<file path="src/rtl/sm83_block0_instruction_unit_defines.svh">
// ---------------------------------------------------------------------------
// sm83 block-0 instruction unit assertion macros
// concurrent check helpers, empty when SYNTH is defined
// ---------------------------------------------------------------------------
`ifndef SM83_BLOCK0_INSTRUCTION_UNIT_DEFINES_SVH
`define SM83_BLOCK0_INSTRUCTION_UNIT_DEFINES_SVH
`ifndef SYNTH
`define SM83_B0_CHECK(name, prop) \
   name: assert property (@(posedge clock) disable iff (reset) prop) \
      else $error("sm83_b0 check failed");
`define SM83_B0_CHECK_NEXT(name, ante, cons) \
   name: assert property (@(posedge clock) disable iff (reset) (ante) |=> (cons)) \
      else $error("sm83_b0 sequence check failed");
`else
`define SM83_B0_CHECK(name, prop)
`define SM83_B0_CHECK_NEXT(name, ante, cons)
`endif
`endif

</file>
<file path="src/rtl/sm83_b0_pkg.sv">
// ---------------------------------------------------------------------------
// sm83 block-0 package
// opcode codes, decoded transaction type and arithmetic constants
// ---------------------------------------------------------------------------
`timescale 1ns / 1ps
`default_nettype none

package sm83_b0_pkg;

   localparam logic [5:0] OP_NOP       = 6'h00;
   localparam logic [5:0] OP_LD_A16_SP = 6'h08;
   localparam logic [5:0] OP_STOP      = 6'h10;
   localparam logic [5:0] OP_JR        = 6'h18;

   localparam logic [2:0] R8_IND_HL = 3'd6;
   localparam logic [2:0] R8_ACC    = 3'd7;

   localparam logic [1:0] RP_BC = 2'd0;
   localparam logic [1:0] RP_DE = 2'd1;
   localparam logic [1:0] RP_HL = 2'd2;
   localparam logic [1:0] RP_SP = 2'd3;

   localparam logic [1:0] CC_NZ = 2'd0;
   localparam logic [1:0] CC_Z  = 2'd1;
   localparam logic [1:0] CC_NC = 2'd2;
   localparam logic [1:0] CC_C  = 2'd3;

   localparam logic [2:0] ACC_RLCA = 3'd0;
   localparam logic [2:0] ACC_RRCA = 3'd1;
   localparam logic [2:0] ACC_RLA  = 3'd2;
   localparam logic [2:0] ACC_RRA  = 3'd3;
   localparam logic [2:0] ACC_DAA  = 3'd4;
   localparam logic [2:0] ACC_CPL  = 3'd5;
   localparam logic [2:0] ACC_SCF  = 3'd6;
   localparam logic [2:0] ACC_CCF  = 3'd7;

   localparam logic [7:0] DAA_LIMIT   = 8'h99;
   localparam logic [7:0] DAA_ADJ_HI  = 8'h60;
   localparam logic [7:0] DAA_ADJ_LO  = 8'h06;
   localparam logic [3:0] DAA_DIGIT   = 4'h9;

   localparam int FLAG_Z = 3;
   localparam int FLAG_N = 2;
   localparam int FLAG_H = 1;
   localparam int FLAG_C = 0;

   typedef enum logic [3:0] {
      KIND_NOP,
      KIND_STORE_SP,
      KIND_JR,
      KIND_LD16_IMM,
      KIND_ADD_HL,
      KIND_STORE_IND,
      KIND_LOAD_IND,
      KIND_INCDEC16,
      KIND_INCDEC8,
      KIND_LD8_IMM,
      KIND_ACC_OP
   } kind_type;

   typedef struct packed {
      kind_type   kind;
      logic [1:0] pc_len;
      logic [1:0] rp;
      logic [2:0] r8;
      logic       dec;
      logic       jr_always;
      logic [7:0] imm_low;
      logic [7:0] imm_high;
      logic [7:0] mem_data;
   } dec_item_type;

endpackage

`default_nettype wire

</file>
<file path="src/rtl/sm83_block0_instruction_unit.sv">
// an accepted transaction enters the queue, then executes into the result register
// throughput: one instruction per cycle while rsp_stall is low; LD (a16),SP gives two results
// the execute stage's single register-file update per cycle sets that rate
// a two-entry queue decouples request acceptance from result stalls
// reset: synchronous; register file, queue count and pointers and result valid clear to zero
// ---------------------------------------------------------------------------
// sm83 block-0 instruction unit
// top level: decoder, decoded transaction queue and execute stage
// ---------------------------------------------------------------------------
`timescale 1ns / 1ps
`default_nettype none
`include "sm83_block0_instruction_unit_defines.svh"

module sm83_block0_instruction_unit
   import sm83_b0_pkg::*;
(
   input  wire logic        clock,
   input  wire logic        reset,
   input  wire logic        req_valid,
   output logic             req_stall,
   input  wire logic [5:0]  req_cmd,
   input  wire logic [7:0]  req_imm_low,
   input  wire logic [7:0]  req_imm_high,
   input  wire logic [7:0]  req_mem_read_data,
   output logic             rsp_valid,
   input  wire logic        rsp_stall,
   output logic             rsp_write_enable,
   output logic [15:0]      rsp_write_address,
   output logic [7:0]       rsp_write_data,
   output logic [15:0]      rsp_read_address,
   output logic             rsp_last_result,
   output logic [15:0]      rsp_pc_out,
   output logic [15:0]      rsp_sp_out,
   output logic [15:0]      rsp_bc_out,
   output logic [15:0]      rsp_de_out,
   output logic [15:0]      rsp_hl_out,
   output logic [7:0]       rsp_acc_out,
   output logic [7:0]       rsp_flags_out
);

   dec_item_type dec_item;
   dec_item_type head_item;
   logic         queue_full;
   logic         head_valid;
   logic         head_pop;
   logic         push;

   assign req_stall = queue_full;
   assign push      = req_valid && !queue_full;

   sm83_b0_decode u_decode (
      .cmd           (req_cmd),
      .imm_low       (req_imm_low),
      .imm_high      (req_imm_high),
      .mem_read_data (req_mem_read_data),
      .item          (dec_item)
   );

   sm83_b0_queue u_queue (
      .clock      (clock),
      .reset      (reset),
      .push       (push),
      .push_item  (dec_item),
      .full       (queue_full),
      .head_valid (head_valid),
      .head_item  (head_item),
      .pop        (head_pop)
   );

   sm83_b0_exec u_exec (
      .clock             (clock),
      .reset             (reset),
      .item_valid        (head_valid),
      .item              (head_item),
      .item_pop          (head_pop),
      .rsp_valid         (rsp_valid),
      .rsp_stall         (rsp_stall),
      .rsp_write_enable  (rsp_write_enable),
      .rsp_write_address (rsp_write_address),
      .rsp_write_data    (rsp_write_data),
      .rsp_read_address  (rsp_read_address),
      .rsp_last_result   (rsp_last_result),
      .rsp_pc_out        (rsp_pc_out),
      .rsp_sp_out        (rsp_sp_out),
      .rsp_bc_out        (rsp_bc_out),
      .rsp_de_out        (rsp_de_out),
      .rsp_hl_out        (rsp_hl_out),
      .rsp_acc_out       (rsp_acc_out),
      .rsp_flags_out     (rsp_flags_out)
   );

   // first half of a two-result transaction is always followed by its last half
   `SM83_B0_CHECK_NEXT(a_second_follows, rsp_valid && !rsp_stall && !rsp_last_result, rsp_valid && rsp_last_result)
   // the first half carries the low stack byte write and no read
   `SM83_B0_CHECK(a_first_is_write, rsp_valid && !rsp_last_result |-> rsp_write_enable && rsp_read_address == 16'd0)
   // no write means zero address and data
   `SM83_B0_CHECK(a_idle_write_zero, rsp_valid && !rsp_write_enable |-> rsp_write_address == 16'd0 && rsp_write_data == 8'd0)

endmodule

`default_nettype wire

</file>
<file path="src/rtl/sm83_b0_decode.sv">
// ---------------------------------------------------------------------------
// sm83 block-0 decoder
// classifies an incoming opcode into an operation kind and operand fields
// ---------------------------------------------------------------------------
`timescale 1ns / 1ps
`default_nettype none

module sm83_b0_decode
   import sm83_b0_pkg::*;
(
   input  wire logic [5:0]   cmd,
   input  wire logic [7:0]   imm_low,
   input  wire logic [7:0]   imm_high,
   input  wire logic [7:0]   mem_read_data,
   output dec_item_type      item
);

   always_comb begin
      item           = '0;
      item.kind      = KIND_NOP;
      item.pc_len    = 2'd1;
      item.rp        = cmd[5:4];
      item.r8        = cmd[5:3];
      item.imm_low   = imm_low;
      item.imm_high  = imm_high;
      item.mem_data  = mem_read_data;
      unique case (cmd[2:0])
         3'd0: begin
            if (cmd == OP_LD_A16_SP) begin
               item.kind   = KIND_STORE_SP;
               item.pc_len = 2'd3;
            end else if (cmd == OP_STOP) begin
               item.pc_len = 2'd2;
            end else if (cmd >= OP_JR) begin
               item.kind      = KIND_JR;
               item.pc_len    = 2'd2;
               item.jr_always = (cmd == OP_JR);
            end
         end
         3'd1: begin
            if (cmd[3]) begin
               item.kind = KIND_ADD_HL;
            end else begin
               item.kind   = KIND_LD16_IMM;
               item.pc_len = 2'd3;
            end
         end
         3'd2: item.kind = cmd[3] ? KIND_LOAD_IND : KIND_STORE_IND;
         3'd3: begin
            item.kind = KIND_INCDEC16;
            item.dec  = cmd[3];
         end
         3'd4, 3'd5: begin
            item.kind = KIND_INCDEC8;
            item.dec  = cmd[0];
         end
         3'd6: begin
            item.kind   = KIND_LD8_IMM;
            item.pc_len = 2'd2;
         end
         3'd7: item.kind = KIND_ACC_OP;
      endcase
   end

endmodule

`default_nettype wire

</file>
<file path="src/rtl/sm83_b0_queue.sv">
// ---------------------------------------------------------------------------
// sm83 block-0 decoded transaction queue
// two-entry fifo between the decoder and the execute stage
// ---------------------------------------------------------------------------
`timescale 1ns / 1ps
`default_nettype none

module sm83_b0_queue
   import sm83_b0_pkg::*;
(
   input  wire logic   clock,
   input  wire logic   reset,
   input  wire logic   push,
   input  wire dec_item_type push_item,
   output logic        full,
   output logic        head_valid,
   output dec_item_type head_item,
   input  wire logic   pop
);

   dec_item_type entry_ff [2];
   logic         wr_ptr_ff, wr_ptr_in;
   logic         rd_ptr_ff, rd_ptr_in;
   logic [1:0]   count_ff, count_in;

   assign full       = (count_ff == 2'd2);
   assign head_valid = (count_ff != 2'd0);
   assign head_item  = entry_ff[rd_ptr_ff];

   always_comb begin
      wr_ptr_in = push ? ~wr_ptr_ff : wr_ptr_ff;
      rd_ptr_in = pop ? ~rd_ptr_ff : rd_ptr_ff;
      count_in  = count_ff + {1'b0, push} - {1'b0, pop};
   end

   always_ff @(posedge clock) begin
      if (reset) begin
         wr_ptr_ff <= 1'b0;
         rd_ptr_ff <= 1'b0;
         count_ff  <= 2'd0;
      end else begin
         wr_ptr_ff <= wr_ptr_in;
         rd_ptr_ff <= rd_ptr_in;
         count_ff  <= count_in;
      end
   end

   always_ff @(posedge clock) begin
      if (push) begin
         entry_ff[wr_ptr_ff] <= push_item;
      end
   end

endmodule

`default_nettype wire

</file>
<file path="src/rtl/sm83_b0_exec.sv">
// ---------------------------------------------------------------------------
// sm83 block-0 execute stage
// register file, combinational execution and the result register
// ---------------------------------------------------------------------------
`timescale 1ns / 1ps
`default_nettype none

module sm83_b0_exec
   import sm83_b0_pkg::*;
(
   input  wire logic    clock,
   input  wire logic    reset,
   input  wire logic    item_valid,
   input  wire dec_item_type item,
   output logic         item_pop,
   output logic         rsp_valid,
   input  wire logic    rsp_stall,
   output logic         rsp_write_enable,
   output logic [15:0]  rsp_write_address,
   output logic [7:0]   rsp_write_data,
   output logic [15:0]  rsp_read_address,
   output logic         rsp_last_result,
   output logic [15:0]  rsp_pc_out,
   output logic [15:0]  rsp_sp_out,
   output logic [15:0]  rsp_bc_out,
   output logic [15:0]  rsp_de_out,
   output logic [15:0]  rsp_hl_out,
   output logic [7:0]   rsp_acc_out,
   output logic [7:0]   rsp_flags_out
);

   logic [15:0] pc_ff, pc_in;
   logic [15:0] sp_ff, sp_in;
   logic [15:0] bc_ff, bc_in;
   logic [15:0] de_ff, de_in;
   logic [15:0] hl_ff, hl_in;
   logic [7:0]  acc_ff, acc_in;
   logic [3:0]  flag_ff, flag_in;

   logic        valid_ff, valid_in;
   logic        second_ff, second_in;
   logic [15:0] second_addr_ff, second_addr_in;
   logic [7:0]  second_data_ff, second_data_in;
   logic        we_ff, we_in;
   logic [15:0] wa_ff, wa_in;
   logic [7:0]  wd_ff, wd_in;
   logic [15:0] ra_ff, ra_in;
   logic        last_ff, last_in;

   logic        advance;
   logic [15:0] imm16;
   logic [15:0] rp_val;
   logic [15:0] adr;
   logic [16:0] sum17;
   logic [12:0] half13;
   logic [7:0]  old8;
   logic [7:0]  nv8;
   logic [7:0]  adj;
   logic        cond;
   logic        carry;
   logic [15:0] w16;
   logic        wr16;
   logic [7:0]  w8;
   logic        wr8;

   assign advance  = !valid_ff || !rsp_stall;
   assign item_pop = advance && !second_ff && item_valid;
   assign imm16    = {item.imm_high, item.imm_low};

   always_comb begin
      unique case (item.rp)
         RP_BC: rp_val = bc_ff;
         RP_DE: rp_val = de_ff;
         RP_HL: rp_val = hl_ff;
         RP_SP: rp_val = sp_ff;
      endcase
      unique case (item.r8)
         3'd0:      old8 = bc_ff[15:8];
         3'd1:      old8 = bc_ff[7:0];
         3'd2:      old8 = de_ff[15:8];
         3'd3:      old8 = de_ff[7:0];
         3'd4:      old8 = hl_ff[15:8];
         3'd5:      old8 = hl_ff[7:0];
         R8_IND_HL: old8 = item.mem_data;
         R8_ACC:    old8 = acc_ff;
      endcase
      unique case (item.r8[1:0])
         CC_NZ: cond = !flag_ff[FLAG_Z];
         CC_Z:  cond = flag_ff[FLAG_Z];
         CC_NC: cond = !flag_ff[FLAG_C];
         CC_C:  cond = flag_ff[FLAG_C];
      endcase
   end

   always_comb begin
      pc_in          = pc_ff;
      sp_in          = sp_ff;
      bc_in          = bc_ff;
      de_in          = de_ff;
      hl_in          = hl_ff;
      acc_in         = acc_ff;
      flag_in        = flag_ff;
      valid_in       = valid_ff;
      second_in      = second_ff;
      second_addr_in = second_addr_ff;
      second_data_in = second_data_ff;
      we_in          = we_ff;
      wa_in          = wa_ff;
      wd_in          = wd_ff;
      ra_in          = ra_ff;
      last_in        = last_ff;
      adr            = item.rp[1] ? hl_ff : rp_val;
      sum17          = {1'b0, hl_ff} + {1'b0, rp_val};
      half13         = {1'b0, hl_ff[11:0]} + {1'b0, rp_val[11:0]};
      nv8            = item.dec ? (old8 - 8'd1) : (old8 + 8'd1);
      adj            = '0;
      carry          = flag_ff[FLAG_C];
      w16            = '0;
      wr16           = 1'b0;
      w8             = '0;
      wr8            = 1'b0;

      if (advance) begin
         if (second_ff) begin
            valid_in  = 1'b1;
            second_in = 1'b0;
            we_in     = 1'b1;
            wa_in     = second_addr_ff;
            wd_in     = second_data_ff;
            ra_in     = '0;
            last_in   = 1'b1;
         end else if (item_valid) begin
            valid_in = 1'b1;
            we_in    = 1'b0;
            wa_in    = '0;
            wd_in    = '0;
            ra_in    = '0;
            last_in  = 1'b1;
            pc_in    = pc_ff + {14'd0, item.pc_len};
            unique case (item.kind)
               KIND_NOP: begin
               end
               KIND_STORE_SP: begin
                  we_in          = 1'b1;
                  wa_in          = imm16;
                  wd_in          = sp_ff[7:0];
                  last_in        = 1'b0;
                  second_in      = 1'b1;
                  second_addr_in = imm16 + 16'd1;
                  second_data_in = sp_ff[15:8];
               end
               KIND_JR: begin
                  if (item.jr_always || cond) begin
                     pc_in = pc_ff + {14'd0, item.pc_len}
                           + {{8{item.imm_low[7]}}, item.imm_low};
                  end
               end
               KIND_LD16_IMM: begin
                  w16  = imm16;
                  wr16 = 1'b1;
               end
               KIND_ADD_HL: begin
                  hl_in   = sum17[15:0];
                  flag_in = {flag_ff[FLAG_Z], 1'b0, half13[12], sum17[16]};
               end
               KIND_STORE_IND, KIND_LOAD_IND: begin
                  if (item.kind == KIND_LOAD_IND) begin
                     ra_in  = adr;
                     acc_in = item.mem_data;
                  end else begin
                     we_in = 1'b1;
                     wa_in = adr;
                     wd_in = acc_ff;
                  end
                  if (item.rp == RP_HL) begin
                     hl_in = hl_ff + 16'd1;
                  end else if (item.rp == RP_SP) begin
                     hl_in = hl_ff - 16'd1;
                  end
               end
               KIND_INCDEC16: begin
                  w16  = item.dec ? (rp_val - 16'd1) : (rp_val + 16'd1);
                  wr16 = 1'b1;
               end
               KIND_INCDEC8: begin
                  flag_in = {nv8 == 8'd0, item.dec,
                             item.dec ? (old8[3:0] == 4'h0) : (old8[3:0] == 4'hF),
                             flag_ff[FLAG_C]};
                  if (item.r8 == R8_IND_HL) begin
                     ra_in = hl_ff;
                     we_in = 1'b1;
                     wa_in = hl_ff;
                     wd_in = nv8;
                  end else begin
                     w8  = nv8;
                     wr8 = 1'b1;
                  end
               end
               KIND_LD8_IMM: begin
                  if (item.r8 == R8_IND_HL) begin
                     we_in = 1'b1;
                     wa_in = hl_ff;
                     wd_in = item.imm_low;
                  end else begin
                     w8  = item.imm_low;
                     wr8 = 1'b1;
                  end
               end
               KIND_ACC_OP: begin
                  unique case (item.r8)
                     ACC_RLCA: begin
                        acc_in  = {acc_ff[6:0], acc_ff[7]};
                        flag_in = {3'b000, acc_ff[7]};
                     end
                     ACC_RRCA: begin
                        acc_in  = {acc_ff[0], acc_ff[7:1]};
                        flag_in = {3'b000, acc_ff[0]};
                     end
                     ACC_RLA: begin
                        acc_in  = {acc_ff[6:0], flag_ff[FLAG_C]};
                        flag_in = {3'b000, acc_ff[7]};
                     end
                     ACC_RRA: begin
                        acc_in  = {flag_ff[FLAG_C], acc_ff[7:1]};
                        flag_in = {3'b000, acc_ff[0]};
                     end
                     ACC_DAA: begin
                        if (flag_ff[FLAG_N]) begin
                           if (flag_ff[FLAG_H]) adj = adj | DAA_ADJ_LO;
                           if (flag_ff[FLAG_C]) adj = adj | DAA_ADJ_HI;
                           acc_in = acc_ff - adj;
                        end else begin
                           if (flag_ff[FLAG_H] || (acc_ff[3:0] > DAA_DIGIT)) begin
                              adj = adj | DAA_ADJ_LO;
                           end
                           if (flag_ff[FLAG_C] || (acc_ff > DAA_LIMIT)) begin
                              adj   = adj | DAA_ADJ_HI;
                              carry = 1'b1;
                           end else begin
                              carry = 1'b0;
                           end
                           acc_in = acc_ff + adj;
                        end
                        flag_in = {acc_in == 8'd0, flag_ff[FLAG_N], 1'b0, carry};
                     end
                     ACC_CPL: begin
                        acc_in  = ~acc_ff;
                        flag_in = {flag_ff[FLAG_Z], 2'b11, flag_ff[FLAG_C]};
                     end
                     ACC_SCF: flag_in = {flag_ff[FLAG_Z], 3'b001};
                     ACC_CCF: flag_in = {flag_ff[FLAG_Z], 2'b00, ~flag_ff[FLAG_C]};
                  endcase
               end
               default: begin
               end
            endcase

            if (wr16) begin
               unique case (item.rp)
                  RP_BC: bc_in = w16;
                  RP_DE: de_in = w16;
                  RP_HL: hl_in = w16;
                  RP_SP: sp_in = w16;
               endcase
            end
            if (wr8) begin
               unique case (item.r8)
                  3'd0:      bc_in = {w8, bc_ff[7:0]};
                  3'd1:      bc_in = {bc_ff[15:8], w8};
                  3'd2:      de_in = {w8, de_ff[7:0]};
                  3'd3:      de_in = {de_ff[15:8], w8};
                  3'd4:      hl_in = {w8, hl_ff[7:0]};
                  3'd5:      hl_in = {hl_ff[15:8], w8};
                  R8_IND_HL: begin
                  end
                  R8_ACC:    acc_in = w8;
               endcase
            end
         end else begin
            valid_in = 1'b0;
         end
      end
   end

   always_ff @(posedge clock) begin
      if (reset) begin
         pc_ff     <= '0;
         sp_ff     <= '0;
         bc_ff     <= '0;
         de_ff     <= '0;
         hl_ff     <= '0;
         acc_ff    <= '0;
         flag_ff   <= '0;
         valid_ff  <= 1'b0;
         second_ff <= 1'b0;
      end else begin
         pc_ff     <= pc_in;
         sp_ff     <= sp_in;
         bc_ff     <= bc_in;
         de_ff     <= de_in;
         hl_ff     <= hl_in;
         acc_ff    <= acc_in;
         flag_ff   <= flag_in;
         valid_ff  <= valid_in;
         second_ff <= second_in;
      end
   end

   always_ff @(posedge clock) begin
      second_addr_ff <= second_addr_in;
      second_data_ff <= second_data_in;
      we_ff          <= we_in;
      wa_ff          <= wa_in;
      wd_ff          <= wd_in;
      ra_ff          <= ra_in;
      last_ff        <= last_in;
   end

   assign rsp_valid         = valid_ff;
   assign rsp_write_enable  = we_ff;
   assign rsp_write_address = wa_ff;
   assign rsp_write_data    = wd_ff;
   assign rsp_read_address  = ra_ff;
   assign rsp_last_result   = last_ff;
   assign rsp_pc_out        = pc_ff;
   assign rsp_sp_out        = sp_ff;
   assign rsp_bc_out        = bc_ff;
   assign rsp_de_out        = de_ff;
   assign rsp_hl_out        = hl_ff;
   assign rsp_acc_out       = acc_ff;
   assign rsp_flags_out     = {flag_ff, 4'h0};

endmodule

`default_nettype wire
</file>
<file path="config.mk">
export PLATFORM = sky130hd
export DESIGN_NAME = sm83_block0_instruction_unit
export DESIGN_NICKNAME = d
export VERILOG_FILES = /design/src/rtl/sm83_b0_pkg.sv /design/src/rtl/sm83_block0_instruction_unit.sv /design/src/rtl/sm83_b0_decode.sv /design/src/rtl/sm83_b0_queue.sv /design/src/rtl/sm83_b0_exec.sv
export VERILOG_INCLUDE_DIRS = /design/src /design/src/rtl
export SDC_FILE = /design/constraint.sdc
export NUM_CORES = 1
export LEC_CHECK = 0
export ABC_AREA = 1
export BUFFER_PORTS_ARGS = -buffer_cell sky130_fd_sc_hd__buf_2
export CELL_PAD_IN_SITES_DETAIL_PLACEMENT = 1
export CELL_PAD_IN_SITES_GLOBAL_PLACEMENT = 2
export CORE_UTILIZATION = 31
export CTS_CLUSTER_SIZE = 25
export DETAILED_ROUTE_END_ITERATION = 10
export PLACE_DENSITY_LB_ADDON = 0.1
export SKIP_LAST_GASP = 1
export SYNTH_ARGS = -nofsm -noshare
export SYNTH_HDL_FRONTEND = slang
export SYNTH_SLANG_ARGS = --single-unit
</file>
<file path="constraint.sdc">
create_clock -name clock -period 3.45 [get_ports clock]
set_input_delay 0.1725 -clock clock [delete_from_list [all_inputs] [get_ports clock]]
set_output_delay 0.1725 -clock clock [all_outputs]
set_load 0.02 [all_outputs]
</file>
==> flow_metrics.env, run 1 <==
export IMPL_io_buffer_count=169
export IMPL_synth_enable_flop_cells=136
export IMPL_yosysTopAreaCell="edfxtp_1"
export IMPL_rows=84
export IMPL_synth_warnings=0
export IMPL_drive_gt1_share_pct=40.9
export IMPL_synth_cell_type_count=65
export IMPL_finalClockSkew_ns=0.0515
export IMPL_hold_class="in -> reg"
export IMPL_num_vias=19700
export IMPL_startpoint_type="flip-flop"
export IMPL_design_die_area_um2=54400
export IMPL_seqPwrFrac_pct=15.6
export IMPL_cts_buffers=30
export IMPL_syn2layout_area_growth_pct=54.8
export IMPL_tns_ns=-5.99
export IMPL_final_cell_mix="nand2_1, buf_4, inv_1"
export IMPL_clockPowerShare_pct=11.4
export IMPL_die_x_um=233
export IMPL_synthCells=2260
export IMPL_design_area_um2=25600
export IMPL_clkSinkCount=235
export IMPL_synth_area_leaders="edfxtp_1, dfxtp_1, nand2_1, o21ai_0, a21oi_1"
export IMPL_cap_viol_max_count=0
export IMPL_rsz0062_at_grt="yes"
export IMPL_p_sw_share_pct=50.9
export IMPL_ys_flop_type="edfxtp_1"
export IMPL_violations="setup timing"
export IMPL_drt_vias_per_instance=5.51
export IMPL_routedWlPerCell_um=26.5
export IMPL_cp_max_fo=6
export IMPL_p_int_uw=14100
export IMPL_hold_viol=0
export IMPL_path_clk_slew_ns=0.06
export IMPL_hpwlAfterDp_um=72200
export IMPL_criticalPathCategory="reg -> reg"
export IMPL_period_share_pct=107
export IMPL_nets=2963
export IMPL_drcViolationCount=0
export IMPL_grt_pass1_wl_um=131000
export IMPL_crit_arrival_ns=4.21
export IMPL_synth_top_area_share_pct=24.6
export IMPL_synthesis_area_um2=16600
export IMPL_fmax_mhz=270
export IMPL_grt_pass1_vias=19900
export IMPL_seq_area_frac_synth_pct=36.6
export IMPL_worst_slack_ns=-0.257
export IMPL_worst_ep_required_time_ns=3.95
export IMPL_p_sw_uw=14600
export IMPL_crit_path_end_kind="flip-flop"
export IMPL_core_area_um2=52700
export IMPL_syn_area_per_cell_um2=7.33
export IMPL_p_per_area_nw_per_um2=1120
export IMPL_ant_nets=0
export IMPL_synth_seq_cells=235
export IMPL_place_congestion=0.985
export IMPL_combinationalPowerShare_pct=73.0
export IMPL_p_leak_uw=0.0112
export IMPL_htree_levels=1
export IMPL_clock_latency_ns=0.62
export IMPL_slew_violations=0
export IMPL_ys_async_sr_fraction_pct=0
export IMPL_max_slew_margin_pct=20.5
export IMPL_pre_cts_slack_ns=-0.702
export IMPL_grt_total_usage_pct=33.2
export IMPL_antenna_found_initial=2
export IMPL_fillCellCount=6302
export IMPL_final_common_cell="nand2_1"
export IMPL_cts_tree="done"
export IMPL_cts_root_buffer="clkbuf_16"
export IMPL_status="finished with violations"
export IMPL_grt_start_max_net_pins=54
export IMPL_die_h_um=233
export IMPL_drt_wl_total_um=94400
export IMPL_worst_slew_pin_slew_ns=1.19
export IMPL_irDropWorstVdd_uv=506
export IMPL_start_util_pct=31.5
export IMPL_clockBufferDepth=3
export IMPL_final_min_clock_period_ns=3.71
export IMPL_setup_viol=49
export IMPL_dpl_instance_area_um2=20700
export IMPL_grt_overflow=0
export IMPL_firstDrtPassIters=5
export IMPL_top_level_ports=174
export IMPL_drt_iter0_markers=1228
==> synthesized netlist by cell type, types with 19 or more instances <==
cell,count
nor2_1,140
dfxtp_1,99
xor2_1,38
nand2_1,517
nand4_1,21
o211ai_1,22
or2_2,23
ha_1,68
clkbuf_1,51
inv_1,260
o22ai_1,39
o21ai_1,21
a21oi_1,218
buf_2,19
edfxtp_1,136
o21ai_0,222
nand3_1,105
==> worst max-delay path, stage by stage (launching register included) <==
cell and delay, ns:
dfxtp_4 0.39, inv_4 0.05, buf_4 0.13, buf_6 0.12, nand2_4 0.08, nand2_8 0.10, nor2_4 0.20, buf_6 0.15
nand2_4 0.05, nand4_1 0.09, o21ai_1 0.08, o2111ai_2 0.11, o21ai_4 0.13, buf_6 0.14, fa_2 0.34, o21ai_2 0.18
nand2_2 0.10, nand2_2 0.07, a21oi_2 0.07, xor2_2 0.16, o22ai_2 0.15, inv_2 0.08, nor2_2 0.12, buf_6 0.17
buf_6 0.11, nand2_1 0.05, a41oi_2 0.13
==> layout make-up <==
type / instances / area [um2] / share of cell area [%]
repair buffers: 650 / 4960 / 19.3
clock inverters: 18 / 221 / 0.863
inverters: 283 / 1090 / 4.24
flip-flops and latches: 235 / 6070 / 23.7
diodes: 1 / 2.50 / 0.00976
clock buffers: 38 / 781 / 3.04
well taps: 688 / 861 / 3.36
multi-input cells: 1656 / 11700 / 45.5
==> stage by stage <==
stage                     total power, uW  cells  utilization [%]  hold WS [ns]
final                               28600   3569             48.7        0.0342
after global placement              19800   3379             39.2         0.363
after floorplan                     12400   2263                -         0.271
after global routing                29900   3569             48.7        0.0417
after CTS                           24600   3499             43.7       0.00246
after detailed placement            20000   3379             39.2         0.366
==> logic make-up (layout without fill, tap and decap cells) <==
family                     after synthesis  after routing  synth area share [%]
AOI/OAI and AO/OA                      629            629                  21.8
and+or+nand+nor                        897            898                  23.9
other                                    1              5                0.0226
xor gates and xnor gates                46             46                  2.52
muxes                                    6              6                 0.362
buffers and inverters                  373            989                  9.09
DFF                                    235            235                  36.6
adders and majority gates               73             73                  5.74
==> layer usage <==
metal | wire length (um) | GRT usage, %
met1 | 37400 | 40.2
met2 | 46200 | 57.6
met3 | 4590 | 3.21
met4 | 6230 | 18.5
met5 | 0 | 0
==> power by group through the flow <==
| stage | Combinational [uW] | Clock [uW] | Sequential, uW |
|---|---|---|---|
| finish | 20900 | 3270 | 4460 |
| global route | 22000 | 3410 | 4520 |
| CTS | 16900 | 3320 | 4430 |
| detailed placement | 15500 | 0 | 4450 |
| global placement | 15300 | 0 | 4440 |
| floorplan | 7370 | 0 | 5050 |
==> path summary, 6_finish.rpt <==
| kind | from | end | slack, ns | depth (start not counted) |
|---|---|---|---|---|
| worst max-delay path | flip-flop | u_exec.rsp_de_out[14] | -0.26 | 26 |
| worst min register to register | u_queue.rd_ptr_ff | u_queue.rd_ptr_ff | 0.48 | 2 |
| worst min-delay path | req_cmd[0] | u_queue.entry_ff[1][34] | 0.03 | 3 |
| worst max register to register | flip-flop | u_exec.rsp_de_out[14] | -0.26 | 26 |
==> sequential cells by signal (all words and copies together), names as in the netlist, 2 cells and up, named ones only <==
register,flops
u_exec.second_addr_ff,16
u_exec.rsp_pc_out,16
u_exec.flag_ff,4
u_exec.rsp_sp_out,16
u_exec.rsp_acc_out,8
u_exec.rsp_bc_out,16
u_exec.rsp_hl_out,16
u_exec.rsp_read_address,16
u_exec.rsp_write_data,8
u_exec.rsp_de_out,16
u_queue.count_ff,2
u_queue.entry_ff,70
u_exec.second_data_ff,8
u_exec.rsp_write_address,16
==> timing repair <==
item / in CTS / in global routing
endpoints found under the setup margin: 78 / 76
gates resized for setup: 204 / 497
pin swaps: 55 / 200
hold buffers: 30 / 0
endpoints found under the hold margin: 63 / 0
gates cloned: 1 / 0
buffers inserted: 34 / 78
Power figures use the tool's default switching activity.
==> run 2, diff against run 1 <==
--- a/config.mk
+++ b/config.mk
@@ -10,7 +10,7 @@
 export BUFFER_PORTS_ARGS = -buffer_cell sky130_fd_sc_hd__buf_2
 export CELL_PAD_IN_SITES_DETAIL_PLACEMENT = 1
 export CELL_PAD_IN_SITES_GLOBAL_PLACEMENT = 2
-export CORE_UTILIZATION = 31
+export CORE_UTILIZATION = 37
 export CTS_CLUSTER_SIZE = 25
 export DETAILED_ROUTE_END_ITERATION = 10
 export PLACE_DENSITY_LB_ADDON = 0.1
==> constraint.sdc (replaced) <==
create_clock -name clock -period 4.5 [get_ports clock]
set_input_delay 0.225 -clock clock [delete_from_list [all_inputs] [get_ports clock]]
set_output_delay 0.225 -clock clock [all_outputs]
set_load 0.02 [all_outputs]
==> run 2 against run 1 <==
The run ends with DRC left. First-iteration DRC count is 23% higher. Non-clock buffer count is 339 lower. Clock power is 24% lower. Global-route usage is 3.4 points higher. Register-to-register slack better by 0.42 ns. Clock-buffer cell count is 3 lower. Sequential cell count stayed put. Cell count is 12% lower. Cell area is 22% lower. Combinational power is 50% lower. Die area is 16% lower. Largest cell class unchanged. Largest power group unchanged.
==> flow_metrics.env, run 2 (synthesis gave the netlist of run 1 again) <==
export IMPL_status="finished with violations"
export IMPL_violations="DRC"
export IMPL_max_slew_margin_pct=20.9
export IMPL_min_from="rsp_stall"
export IMPL_die_h_um=214
export IMPL_nets=2624
export IMPL_grt_total_usage_pct=36.6
export IMPL_fillCellCount=5605
export IMPL_drt_wl_total_um=84300
export IMPL_crit_path_end_kind="flip-flop"
export IMPL_startpoint_type="flip-flop"
export IMPL_final_min_clock_period_ns=4.34
export IMPL_cts_tree="done"
export IMPL_cp_max_fo=10
export IMPL_irDropWorstVdd_uv=335
export IMPL_clkSinkCount=235
export IMPL_die_x_um=214
export IMPL_dp_cells=3046
export IMPL_timing_hold_ws_ns=0.0435
export IMPL_io_buffer_count=169
export IMPL_num_vias=18200
export IMPL_whs_path_depth=4
export IMPL_cap_viol_max_count=0
export IMPL_slowest_delay_ns=0.36
export IMPL_routedWlPerCell_um=26.9
export IMPL_ant_nets=0
export IMPL_slew_violations=0
export IMPL_path_cells="inv_2, nand2_1, nand2_2, nor2_4, inv_2, nor2_1, nor2_1, o21ai_0, buf_4, ha_1, a21oi_1, a21boi_0, nand2_1, nand3_1, o2111ai_1, or2_2, nand3_1, nand3b_1, nand3_1, a21oi_1"
export IMPL_p_per_area_nw_per_um2=818
export IMPL_clock_latency_ns=0.61
export IMPL_final_cell_mix="nand2_1, inv_1, o21ai_0"
export IMPL_grt_pass1_vias=18000
export IMPL_reg2reg_depth=20
export IMPL_criticalPathCategory="reg -> reg"
export IMPL_hold_end="u_exec.second_ff"
export IMPL_grt_pass1_wl_um=121000
export IMPL_p_leak_uw=0.00886
export IMPL_firstDrtPassIters=8
export IMPL_finalClockSkew_ns=0.0351
export IMPL_power_uw=16300
export IMPL_grt_start_max_net_pins=54
export IMPL_fmax_mhz=231
export IMPL_slowest_stage="dfxtp_2"
export IMPL_worst_slew_pin_slew_ns=1.18
export IMPL_rows=77
export IMPL_hold_viol=0
export IMPL_clockBufferDepth=3
export IMPL_drt_vias_per_instance=5.82
export IMPL_top_register="u_queue.entry_ff"
export IMPL_cts_buffers=31
export IMPL_setup_viol=0
export IMPL_grt_overflow=0
export IMPL_largest_reg_flops=70
export IMPL_start_util_pct=37.5
export IMPL_r2r_setup_slack_ns=0.16
export IMPL_worst_ep_required_time_ns=4.99
export IMPL_rsz0062_at_grt="yes"
export IMPL_rr_endpoint="u_exec.rsp_hl_out[15]"
export IMPL_top_level_ports=174
export IMPL_htree_levels=1
export IMPL_cts_root_buffer="clkbuf_16"
export IMPL_core_area_um2=44200
export IMPL_final_cells=3133
export IMPL_path_common_cell="nand3_1"
export IMPL_drcViolationCount=8
export IMPL_path_clk_slew_ns=0.06
export IMPL_syn2layout_area_growth_pct=20.3
export IMPL_antenna_found_initial=4
export IMPL_crit_arrival_ns=4.82
export IMPL_final_common_cell="nand2_1"
export IMPL_drt_iter0_markers=1511
export IMPL_design_die_area_um2=45600
export IMPL_hold_class="in -> reg"
export IMPL_period_share_pct=96.4
export IMPL_hpwlAfterDp_um=66000
export IMPL_drive_gt1_share_pct=17.5
export IMPL_place_congestion=1.03
[run 2: cell types whose count changed in the layout (fill, tap and decap cells not counted), sizes merged]
cell	change
inv	+2
buf	-337
clkinv	+1
nand2	-1
clkinvlp	+2
dlygate4sd3	-2
bufinv	-2
clkbuf	-3
[run 2: how the worst max path moves through the flow]
stage | start | to | slack (ns) | depth (start not counted)
2_1_floorplan | flip-flop | u_exec.rsp_pc_out[13] | 0.72 | 27
3_3_place_gp | flip-flop | u_exec.rsp_write_data[6] | 0.31 | 22
3_5_place_dp | flip-flop | u_exec.rsp_write_data[6] | 0.09 | 20
4_1_cts | flip-flop | u_exec.rsp_write_data[6] | 0.06 | 20
5_1_grt | flip-flop | u_exec.rsp_hl_out[14] | -0.02 | 24
6_report | flip-flop | u_exec.rsp_hl_out[15] | 0.16 | 20
[run 2: through the flow]
stage / util, % / area (um2) / setup WS [ns] / TNS, ns
floorplan: - / 16600 / 0.718 / 0
global placement: 42.1 / 18600 / 0.311 / 0
detailed placement: 42.1 / 18600 / 0.0943 / 0
CTS: 44.9 / 19900 / 0.0554 / 0
global route: 45.1 / 19900 / -0.0237 / -0.0360
finish: 45.1 / 19900 / 0.163 / 0
[run 2: repair_timing]
item | in CTS | in global routing
setup buffers | 0 | 2
endpoints found under the hold margin | 56 | 0
resized for setup | 0 | 10
hold buffers | 28 | 0
setup endpoints to repair | 0 | 25
[run 2: layout make-up]
class	instances	area (um2)	area share [%]
Antenna cell	1	2.50	0.0126
Clock buffer	35	791	3.97
Clock inverter	21	196	0.986
Inverter	283	1060	5.33
Multi-Input combinational cell	1655	9070	45.5
Sequential cell	235	6070	30.5
Tap cell	592	741	3.72
Timing Repair Buffer	311	1990	10.0
[run 2: per-layer routing]
metal  vias up  global-route usage, %  wire length (um)
li1       8257                      -                 -
met1      9031                   46.8             35200
met2       727                   60.4             39200
met3       199                   5.77              5670
met4         6                   17.1              4210
met5         -                      0                41
[run 2: report_power, final]
group / leakage [uW] / internal [uW] / switching, uW
logic: 0.00627 / 3100 / 7320
clock network: 0.000473 / 1390 / 1100
registers: 0.00211 / 2950 / 456
total: 0.00886 / 7430 / 8870
[run 2: critical path: cells and delay by family (launching register included)]
kind	cells	cell delay, ns
AOI/OAI and AO/OA	5	1.04
adders and majority gates	1	0.33
buffers and inverters	3	0.60
DFF	1	0.36
and+or+nand+nor	11	1.87
==> run 3, diff against run 2 <==
--- a/config.mk
+++ b/config.mk
@@ -13,7 +13,7 @@
 export CORE_UTILIZATION = 37
 export CTS_CLUSTER_SIZE = 25
 export DETAILED_ROUTE_END_ITERATION = 10
-export PLACE_DENSITY_LB_ADDON = 0.1
+export PLACE_DENSITY_LB_ADDON = 0.15
 export SKIP_LAST_GASP = 1
 export SYNTH_ARGS = -nofsm -noshare
 export SYNTH_HDL_FRONTEND = slang
==> run 3 against run 2 <==
Cell count decreased by 0.38%. Largest power group unchanged. Sequential power increased by 3%. Routed wire length decreased by 0.21%. The run now ends clean. Die area unchanged. Via count decreased by 0.43%.
==> flow_metrics.env, run 3 (synthesis gave the netlist of run 1 again) <==
export IMPL_multi_input_area_um2=9050
export IMPL_dpl_instance_area_um2=18500
export IMPL_period_share_pct=98.1
export IMPL_hold_class="in -> reg"
export IMPL_combinationalPowerShare_pct=63.0
export IMPL_place_congestion=0.987
export IMPL_top_level_ports=174
export IMPL_final_min_clock_period_ns=4.41
export IMPL_drive_gt1_share_pct=17.0
export IMPL_crit_arrival_ns=4.88
export IMPL_regArea_um2=6070
export IMPL_clkSinkCount=235
export IMPL_top_register="u_queue.entry_ff"
export IMPL_hpwlAfterDp_um=65600
export IMPL_p_leak_uw=0.00881
export IMPL_r2r_setup_slack_ns=0.09
export IMPL_fmax_mhz=227
export IMPL_rr_endpoint="u_exec.rsp_bc_out[15]"
export IMPL_die_x_um=214
export IMPL_final_cell_mix="nand2_1, inv_1, o21ai_0"
export IMPL_min_from="rsp_stall"
export IMPL_num_vias=18100
export IMPL_criticalPathCategory="reg -> reg"
export IMPL_io_buffer_count=169
export IMPL_cap_viol_max_count=0
export IMPL_syn2layout_area_growth_pct=19.9
export IMPL_cts_buffers=29
export IMPL_utilization_pct=44.9
export IMPL_startpoint_type="flip-flop"
export IMPL_drt_iter0_markers=1548
export IMPL_p_per_area_nw_per_um2=819
export IMPL_routedWlPerCell_um=27.0
export IMPL_grt_start_max_net_pins=55
export IMPL_cts_root_buffer="clkbuf_16"
export IMPL_drt_wl_total_um=84100
export IMPL_clockBufferDepth=3
export IMPL_design_area_um2=19900
export IMPL_htree_levels=1
export IMPL_start_util_pct=37.5
export IMPL_final_common_cell="nand2_1"
export IMPL_worst_slew_pin_slew_ns=1.18
export IMPL_design_die_area_um2=45600
export IMPL_hold_end="u_exec.second_ff"
export IMPL_tns_ns=0
export IMPL_clockPowerShare_pct=15.6
export IMPL_core_area_um2=44200
export IMPL_irDropWorstVdd_uv=352
export IMPL_cts_tree="done"
export IMPL_grt_total_usage_pct=36.6
export IMPL_crit_path_end_kind="flip-flop"
export IMPL_p_int_uw=7470
export IMPL_grt_overflow=0
export IMPL_rows=77
export IMPL_hold_viol=0
export IMPL_nets=2612
export IMPL_slew_violations=0
export IMPL_die_h_um=214
export IMPL_drt_vias_per_instance=5.81
export IMPL_cp_max_fo=11
export IMPL_fillCellCount=5578
export IMPL_worst_ep_required_time_ns=4.97
export IMPL_reg2reg_depth=20
export IMPL_setup_viol=0
export IMPL_p_sw_uw=8800
export IMPL_status="complete, no violations"
export IMPL_max_slew_margin_pct=20.9
export IMPL_clock_latency_ns=0.59
export IMPL_finalClockSkew_ns=0.0187
export IMPL_whs_path_depth=4
export IMPL_ant_nets=0
export IMPL_seqPwrFrac_pct=21.4
export IMPL_path_clk_slew_ns=0.06
export IMPL_grt_pass1_vias=17800
export IMPL_drcViolationCount=0
export IMPL_antenna_found_initial=2
export IMPL_p_sw_share_pct=54.1
export IMPL_post_cts_setup_buffers=0
export IMPL_rsz0062_at_grt="yes"
export IMPL_grt_pass1_wl_um=121000
export IMPL_firstDrtPassIters=5
export IMPL_largest_reg_flops=70
==> run 3: layer usage <==
layer	vias to the layer above	track usage, %	wire length (um)
li1	8226	-	-
met1	9042	47.9	35300
met2	694	61.3	39900
met3	179	4.22	5220
met4	0	15.1	3730
met5	-	0	0
==> run 3: cell type report <==
| cell class | count | area share (%) |
|---|---|---|
| diodes | 1 | 0.0126 |
| clock buffers | 39 | 4.10 |
| inverters | 283 | 5.35 |
| clock inverters | 15 | 1.01 |
| multi-input cells | 1655 | 45.6 |
| repair buffers | 301 | 9.68 |
| well taps | 592 | 3.73 |
| flip-flops and latches | 235 | 30.5 |
==> run 3: power groups by stage <==
| stage | sequential (uW) | combinational [uW] | clock (uW) |
|---|---|---|---|
| 2_1_floorplan | 3870 | 5560 | 0 |
| 3_3_place_gp | 3480 | 9810 | 0 |
| 3_5_place_dp | 3490 | 9950 | 0 |
| 4_1_cts | 3450 | 10000 | 2550 |
| 5_1_grt | 3520 | 11000 | 2640 |
| 6_report | 3490 | 10200 | 2540 |
==> run 3: through the flow <==
step | setup slack [ns] | total power [uW] | instances | hold slack, ns
floorplan | 0.718 | 9430 | 2263 | 0.324
global placement | 0.0721 | 13300 | 3038 | 0.416
detailed placement | 0.0628 | 13400 | 3038 | 0.423
CTS | 0.0196 | 16000 | 3120 | 0.0271
global route | -0.00812 | 17200 | 3120 | 0.0844
finish | 0.0860 | 16300 | 3121 | 0.0456
==> run 3: how the worst max path moves through the flow <==
stage	to	slack (ns)	cells after the start
after floorplan	u_exec.rsp_pc_out[13]	0.72	27
after global placement	u_exec.rsp_bc_out[15]	0.07	20
after detailed placement	u_exec.rsp_bc_out[15]	0.06	20
after CTS	u_exec.rsp_bc_out[15]	0.02	20
after global routing	u_exec.rsp_bc_out[15]	-0.008	20
final	u_exec.rsp_bc_out[15]	0.09	20
==> run 3: worst max-delay path: stages (launching register included) <==
cell and delay [ns]:
dfxtp_2 0.36, inv_2 0.12, nand2_1 0.08, nand2_2 0.33, buf_4 0.24, nand2_2 0.15, buf_4 0.23, o21ai_1 0.37
nor2_1 0.08, a21oi_1 0.36, buf_4 0.24, ha_1 0.29, nand2_1 0.10, nor2_1 0.05, a221oi_1 0.31, buf_4 0.18
nand3_1 0.07, nand3_1 0.10, nand2_1 0.24, a21oi_1 0.29, a21oi_1 0.09
==> run 3: what timing repair did <==
action	4_1_cts	5_1_grt
hold buffers	28	0
endpoints found under the hold margin	56	0
endpoints found under the setup margin	0	22
gates resized for setup	0	9
